[src/rtl/core/b2a_pkg.sv]
// b2a_pkg: types, constants and the digit-to-ascii function for binary_to_ascii_digits
// no dependencies
`timescale 1ns / 1ps

package b2a_pkg;

    localparam int VALUE_W        = 64;
    localparam int KIND_W         = 1;
    localparam int CHAR_W         = 7;
    localparam int DIGIT_W        = 4;
    localparam int MAX_DIGITS_DEF = 20;
    localparam int BIT_CNT_W      = $clog2(VALUE_W);

    localparam logic [KIND_W-1:0]  KIND_DEC = 1'b0;
    localparam logic [KIND_W-1:0]  KIND_HEX = 1'b1;

    localparam logic [CHAR_W-1:0]  CHAR_ZERO  = 7'd48;
    localparam logic [CHAR_W-1:0]  CHAR_NINE  = 7'd57;
    localparam logic [CHAR_W-1:0]  CHAR_UPPER_A = 7'd65;
    localparam logic [CHAR_W-1:0]  CHAR_UPPER_F = 7'd70;
    localparam logic [DIGIT_W-1:0] DIGIT_TEN  = 4'd10;

    typedef enum logic [1:0] {
        S_IDLE,
        S_CONV,
        S_SKIP,
        S_EMIT
    } t_state;

    function automatic logic [CHAR_W-1:0] f_ascii(input logic [DIGIT_W-1:0] d);
        logic [CHAR_W-1:0] c;
        if (d < DIGIT_TEN) begin
            c = CHAR_ZERO + CHAR_W'(d);
        end else begin
            c = CHAR_UPPER_A + CHAR_W'(d - DIGIT_TEN);
        end
        return c;
    endfunction

endpackage

[src/rtl/core/binary_to_ascii_digits.sv]
// binary_to_ascii_digits: 64-bit unsigned value to ascii decimal or hex digits, msd first
// depends on b2a_pkg
//
//   channel | direction | handshake         | payload
//   --------+-----------+-------------------+---------------------------
//   input   | in        | i_valid / o_stall | i_value[63:0], i_kind
//   output  | out       | o_valid / i_stall | o_digit_char[6:0], o_last
//
// one shift-and-add-3 unit shifts in all 64 bits of a word (hex mode shifts without adjust)
// then drops leading zero digits, then sends the digits one by one
// o_stall is high from the accept until the last digit sits in the output register
// i_rst_n is synchronous, active low; it clears the sequencer and the output valid
`timescale 1ns / 1ps

module binary_to_ascii_digits #(
    parameter int MAX_DIGITS = b2a_pkg::MAX_DIGITS_DEF
) (
    input  logic                          i_clk,
    input  logic                          i_rst_n,
    input  logic                          i_valid,
    output logic                          o_stall,
    input  logic [b2a_pkg::VALUE_W-1:0]   i_value,
    input  logic [b2a_pkg::KIND_W-1:0]    i_kind,
    output logic                          o_valid,
    input  logic                          i_stall,
    output logic [b2a_pkg::CHAR_W-1:0]    o_digit_char,
    output logic                          o_last
);
    import b2a_pkg::*;

    localparam int STORE_W = MAX_DIGITS * DIGIT_W;
    localparam int CNT_W   = $clog2(MAX_DIGITS + 1);

    t_state               r_state, n_state;
    logic [VALUE_W-1:0]   r_value, n_value;
    logic [STORE_W-1:0]   r_digits, n_digits;
    logic [KIND_W-1:0]    r_kind, n_kind;
    logic                 r_ovf, n_ovf;
    logic [BIT_CNT_W-1:0] r_bit, n_bit;
    logic [CNT_W-1:0]     r_cnt, n_cnt;
    logic                 r_out_valid, n_out_valid;
    logic [CHAR_W-1:0]    r_out_char, n_out_char;
    logic                 r_out_last, n_out_last;

    logic [STORE_W-1:0]   adj;
    logic [DIGIT_W-1:0]   top_digit;
    logic                 out_free;

    // add 3 to every decimal digit of 5 or more before the shift
    always_comb begin
        for (int i = 0; i < MAX_DIGITS; i++) begin
            if (r_kind == KIND_DEC && r_digits[i*DIGIT_W +: DIGIT_W] >= DIGIT_W'(5)) begin
                adj[i*DIGIT_W +: DIGIT_W] = r_digits[i*DIGIT_W +: DIGIT_W] + DIGIT_W'(3);
            end else begin
                adj[i*DIGIT_W +: DIGIT_W] = r_digits[i*DIGIT_W +: DIGIT_W];
            end
        end
    end

    assign top_digit = r_digits[STORE_W-1 -: DIGIT_W];
    assign out_free  = !r_out_valid || !i_stall;

    always_comb begin
        n_state     = r_state;
        n_value     = r_value;
        n_digits    = r_digits;
        n_kind      = r_kind;
        n_ovf       = r_ovf;
        n_bit       = r_bit;
        n_cnt       = r_cnt;
        n_out_valid = r_out_valid && i_stall;
        n_out_char  = r_out_char;
        n_out_last  = r_out_last;

        case (r_state)
            S_IDLE: begin
                if (i_valid) begin
                    n_value  = i_value;
                    n_kind   = i_kind;
                    n_digits = '0;
                    n_ovf    = 1'b0;
                    n_bit    = '0;
                    n_state  = S_CONV;
                end
            end
            S_CONV: begin
                n_digits = {adj[STORE_W-2:0], r_value[VALUE_W-1]};
                n_ovf    = r_ovf | adj[STORE_W-1];
                n_value  = {r_value[VALUE_W-2:0], 1'b0};
                n_bit    = r_bit + BIT_CNT_W'(1);
                if (r_bit == BIT_CNT_W'(VALUE_W - 1)) begin
                    n_cnt   = CNT_W'(MAX_DIGITS);
                    n_state = S_SKIP;
                end
            end
            S_SKIP: begin
                // drop leading zeros, keeping at least one digit, unless high digits were lost off the top
                if (!r_ovf && top_digit == '0 && r_cnt > CNT_W'(1)) begin
                    n_digits = {r_digits[STORE_W-DIGIT_W-1:0], {DIGIT_W{1'b0}}};
                    n_cnt    = r_cnt - CNT_W'(1);
                end else begin
                    n_state = S_EMIT;
                end
            end
            S_EMIT: begin
                if (out_free) begin
                    n_out_valid = 1'b1;
                    n_out_char  = f_ascii(top_digit);
                    n_out_last  = (r_cnt == CNT_W'(1));
                    n_digits    = {r_digits[STORE_W-DIGIT_W-1:0], {DIGIT_W{1'b0}}};
                    n_cnt       = r_cnt - CNT_W'(1);
                    if (r_cnt == CNT_W'(1)) begin
                        n_state = S_IDLE;
                    end
                end
            end
            default: begin
                n_state = S_IDLE;
            end
        endcase
    end

    always_ff @(posedge i_clk) begin
        if (!i_rst_n) begin
            r_state     <= S_IDLE;
            r_out_valid <= 1'b0;
            r_bit       <= '0;
            r_cnt       <= '0;
            r_value     <= '0;
        end else begin
            r_state     <= n_state;
            r_out_valid <= n_out_valid;
            r_bit       <= n_bit;
            r_cnt       <= n_cnt;
            r_value     <= n_value;
        end
    end

    always_ff @(posedge i_clk) begin
        r_digits   <= n_digits;
        r_kind     <= n_kind;
        r_ovf      <= n_ovf;
        r_out_char <= n_out_char;
        r_out_last <= n_out_last;
    end

    assign o_stall      = (r_state != S_IDLE);
    assign o_valid      = r_out_valid;
    assign o_digit_char = r_out_char;
    assign o_last       = r_out_last;

endmodule

[config.mk]
export PLATFORM = sky130hd
export DESIGN_NAME = binary_to_ascii_digits
export DESIGN_NICKNAME = d
export VERILOG_FILES = /design/src/rtl/core/b2a_pkg.sv /design/src/rtl/core/binary_to_ascii_digits.sv
export SDC_FILE = /design/constraint.sdc
export NUM_CORES = 1
export LEC_CHECK = 0
export ABC_CLOCK_PERIOD_IN_PS = 6350
export BUFFER_PORTS_ARGS = -buffer_cell sky130_fd_sc_hd__buf_2
export CAP_MARGIN = 20
export CORE_ASPECT_RATIO = 0.7
export CORE_MARGIN = 1
export CORE_UTILIZATION = 35
export DETAILED_ROUTE_END_ITERATION = 16
export SKIP_CTS_REPAIR_TIMING = 1
export SLEW_MARGIN = 20
export SYNTH_ARGS = -nofsm -noshare
export SYNTH_HDL_FRONTEND = slang
export SYNTH_SLANG_ARGS = --single-unit
[constraint.sdc]
create_clock -name i_clk -period 6.35 [get_ports i_clk]
set_input_delay 0.9525 -clock i_clk [delete_from_list [all_inputs] [get_ports i_clk]]
set_output_delay 0.9525 -clock i_clk [all_outputs]
set_load 0.01 [all_outputs]
==> results.toml <==
[clock_tree]
ctsLongestPathBuffers = 2
cts.root.buffer_cell = "clkbuf_16"
tritoncts_num_sinks = 168
cts_tree = "yes"
cts-buffers-inserted = 17
cts.clk_slew.worst_paths_ns = 0.06
insertion_delay_ns = 0.44
h-tree-depth = 4

[job]
max_cap_viol_count = 0

[yosys]
synth.largest_area_cell = "edfxtp_1"
mappedNetlistNets = 1098
yosys-top-cells-area = "edfxtp_1 (28%), dfxtp_1 (16%), ha_1 (7.1%)"
edff_count_synth = 90
synth-async-reset-ratio_pct = 0
dominantRegCellSynth = "edfxtp_1"
synth.ff_latch_count = 168
post_synth_design_cell_area_um2 = 9560
synth.yosys.seq_area_share_pct = 44.6
avgSynthCellArea_um2 = 9.81
most_frequent_cell_after_synthesis = "nand2_1"
yosys_warnings = 0
synth_cell_types = 42
synth_commonest_cells = "nand2_1 (136), o21ai_0 (106), edfxtp_1 (90), dfxtp_1 (78), mux2i_1 (64)"
postSynthCellCount = 975
synth_top_area_share_pct = 28.3

[worst_setup_path]
arrival_ns = 3.30
crit_type = "flop to flop"
crit_path_end_kind = "flop"
crit_path_start_kind = "flop"
crit_required_ns = 6.41
path_max_fanout = 63

[final_layout]
multi_input_comb_area_um2 = 4910
fill_cells = 2676
nNetsFinal = 1141
ratio_of_cells_with_drive_above_1_in_the_final_layout_pct = 15.4
area_growth_syn_to_layout_pct = 13.7
sequential_cell_area_um2 = 4260
finish.utilization_pct = 40.6
num_antenna_cells = 0

[placement]
port_buffers = 78
gpl.final_weighted_congestion = 0.758
place_worst_setup_slack_ns = 2.79
dp.final_hpwl_um = 11900

[sta]
tightestPinTransition_ns = 0.947
max_freq_mhz = 308
timing.final.crit_share_pct = 51.1
setup_viol = 0
grt_setup_unrepaired = "false"
report.final.slew_viol_count = 0
post-route-worst-setup-slack_ns = 3.11
timing.slew.headroom_pct = 36.9
post_route_skew_ns = 0.00927
hold-worst-slack_ns = 0.498
timing_hold_violations_final = 0
min_period_ns = 3.24
setup_tns_ns = 0

[pwr]
share_seq_of_total_power_pct = 39.1
vdd_ir_drop_max_mv = 0.221
clkPwrFrac_pct = 20.6
internal-power_w = 0.00325
power.net_switching_w = 0.00204
static-leakage-power_nw = 4.75
combinationalPowerShare_pct = 40.3
netSwitchingFraction_pct = 38.6
p_per_area_nw_per_um2 = 487
post-layout-total-power_w = 0.00529

[detailed_routing]
drt_pre_antenna_iters = 4
dr.first_iter.drc_count = 432
drc_errors = 0
avg_vias_per_cell = 4.97
num_vias = 6927
drt.antenna.violating_nets = 0
routed_wl_um = 19200
wire_per_inst_um = 13.8

[grt]
vias_in_the_first_global_route = 6577
antenna_found_initial = 0
groute.usage.overall_pct = 14.5
grt_start_max_net_pins = 87
overflow = 0
grt_first_pass_wirelength_um = 32800

[floorplanning]
fp.dieW_um = 200
core-area_um2 = 26800
rows = 50
fp.dieH_um = 140
floorplan.initialDensity_pct = 35.7
floorplan.die_area_um2 = 28000
design.portCount = 79

[run_status]
result_of_the_run = "finished, final reports clean"

[hold_path]
worst_hold_path_class = "flop to flop"
## final timing paths
| path | from | end | slack [ns] | depth (start not counted) |
|---|---|---|---|---|
| worst max-delay path | r_digits[77] | r_digits[6] | 3.11 | 6 |
| worst min-delay path | r_value[29] | r_value[29] | 0.50 | 1 |
| worst max register to register | r_digits[77] | r_digits[6] | 3.11 | 6 |
| worst min register to register | r_value[29] | r_value[29] | 0.50 | 1 |
## power by group through the flow
stage          sequential [W]  clock [W]  combinational (W)
2_1_floorplan         0.00200          0            0.00176
3_3_place_gp          0.00208          0            0.00211
3_5_place_dp          0.00208          0            0.00215
4_1_cts               0.00206    0.00113            0.00217
5_1_grt               0.00213    0.00116            0.00245
6_report              0.00207    0.00109            0.00213
## through the flow
step / instance area [um^2] / instances
final: 10900 / 1395
after global routing: 10900 / 1395
after CTS: 10900 / 1395
after detailed placement: 10300 / 1363
after global placement: 10300 / 1363
after floorplan: 9560 / 975
## flip-flops by register name, summed over array words and instances, names as in the netlist
signal and cells:
o_digit_char 7, o_last 1, o_valid 1, r_bit 6
r_cnt 5, r_digits 80, r_kind 1, r_ovf 1
r_state 2, r_value 64
## per-layer routing
| metal | vias to the layer above | part of all wire, % | GRT usage (%) | wire, um |
|---|---|---|---|---|
| li1 | 3565 | - | - | - |
| met3 | 16 | 2.8 | 2.91 | 545 |
| met4 | 0 | 1.2 | 5.02 | 222 |
| met2 | 77 | 43 | 21.2 | 8290 |
| met1 | 3269 | 53 | 21.0 | 10200 |
| met5 | - | 0 | 0 | 0 |
## kinds of logic (layout without fill, tap and decap cells)
logic type | Yosys count | count (layout) | share of synthesized area, %
buf+inv | 111 | 167 | 4.46
simple gates | 260 | 260 | 13.2
compound gates | 254 | 254 | 17.7
flops | 168 | 168 | 44.6
xor+xnor | 45 | 45 | 4.12
mux | 83 | 83 | 8.94
fa+ha+maj | 54 | 54 | 7.07
## critical path, stage by stage (launching register included)
cell and delay, ns:
edfxtp_1 0.43, inv_1 0.22, ha_1 0.19, or4b_4 0.45, a21o_1 0.20, a21oi_4 0.54
buf_4 0.78
## final cells by class
type	instances	area share, %
inverters	51	1.78
multi-input cells	696	45.2
clock inverters	9	0.990
clock buffers	23	4.62
well taps	364	4.19
flip-flops and latches	168	39.2
repair buffers	84	4.01
## placed cells by master, fill, tap and decap left out, drive strengths merged, types with 20 or more instances in the layout
cell    Yosys  final
nand2     136    136
o21ai     106    106
edfxtp     90     90
buf         6     84
dfxtp      78     78
mux2i      64     64
o211a      63     63
inv        51     56
ha         54     54
a21oi      50     50
nor2       37     37
xor2       24     24
clkbuf     54     23
nand2b     22     22
xnor2      21     21
or3        21     21
a21o       20     20
Power figures use the tool's default switching activity.
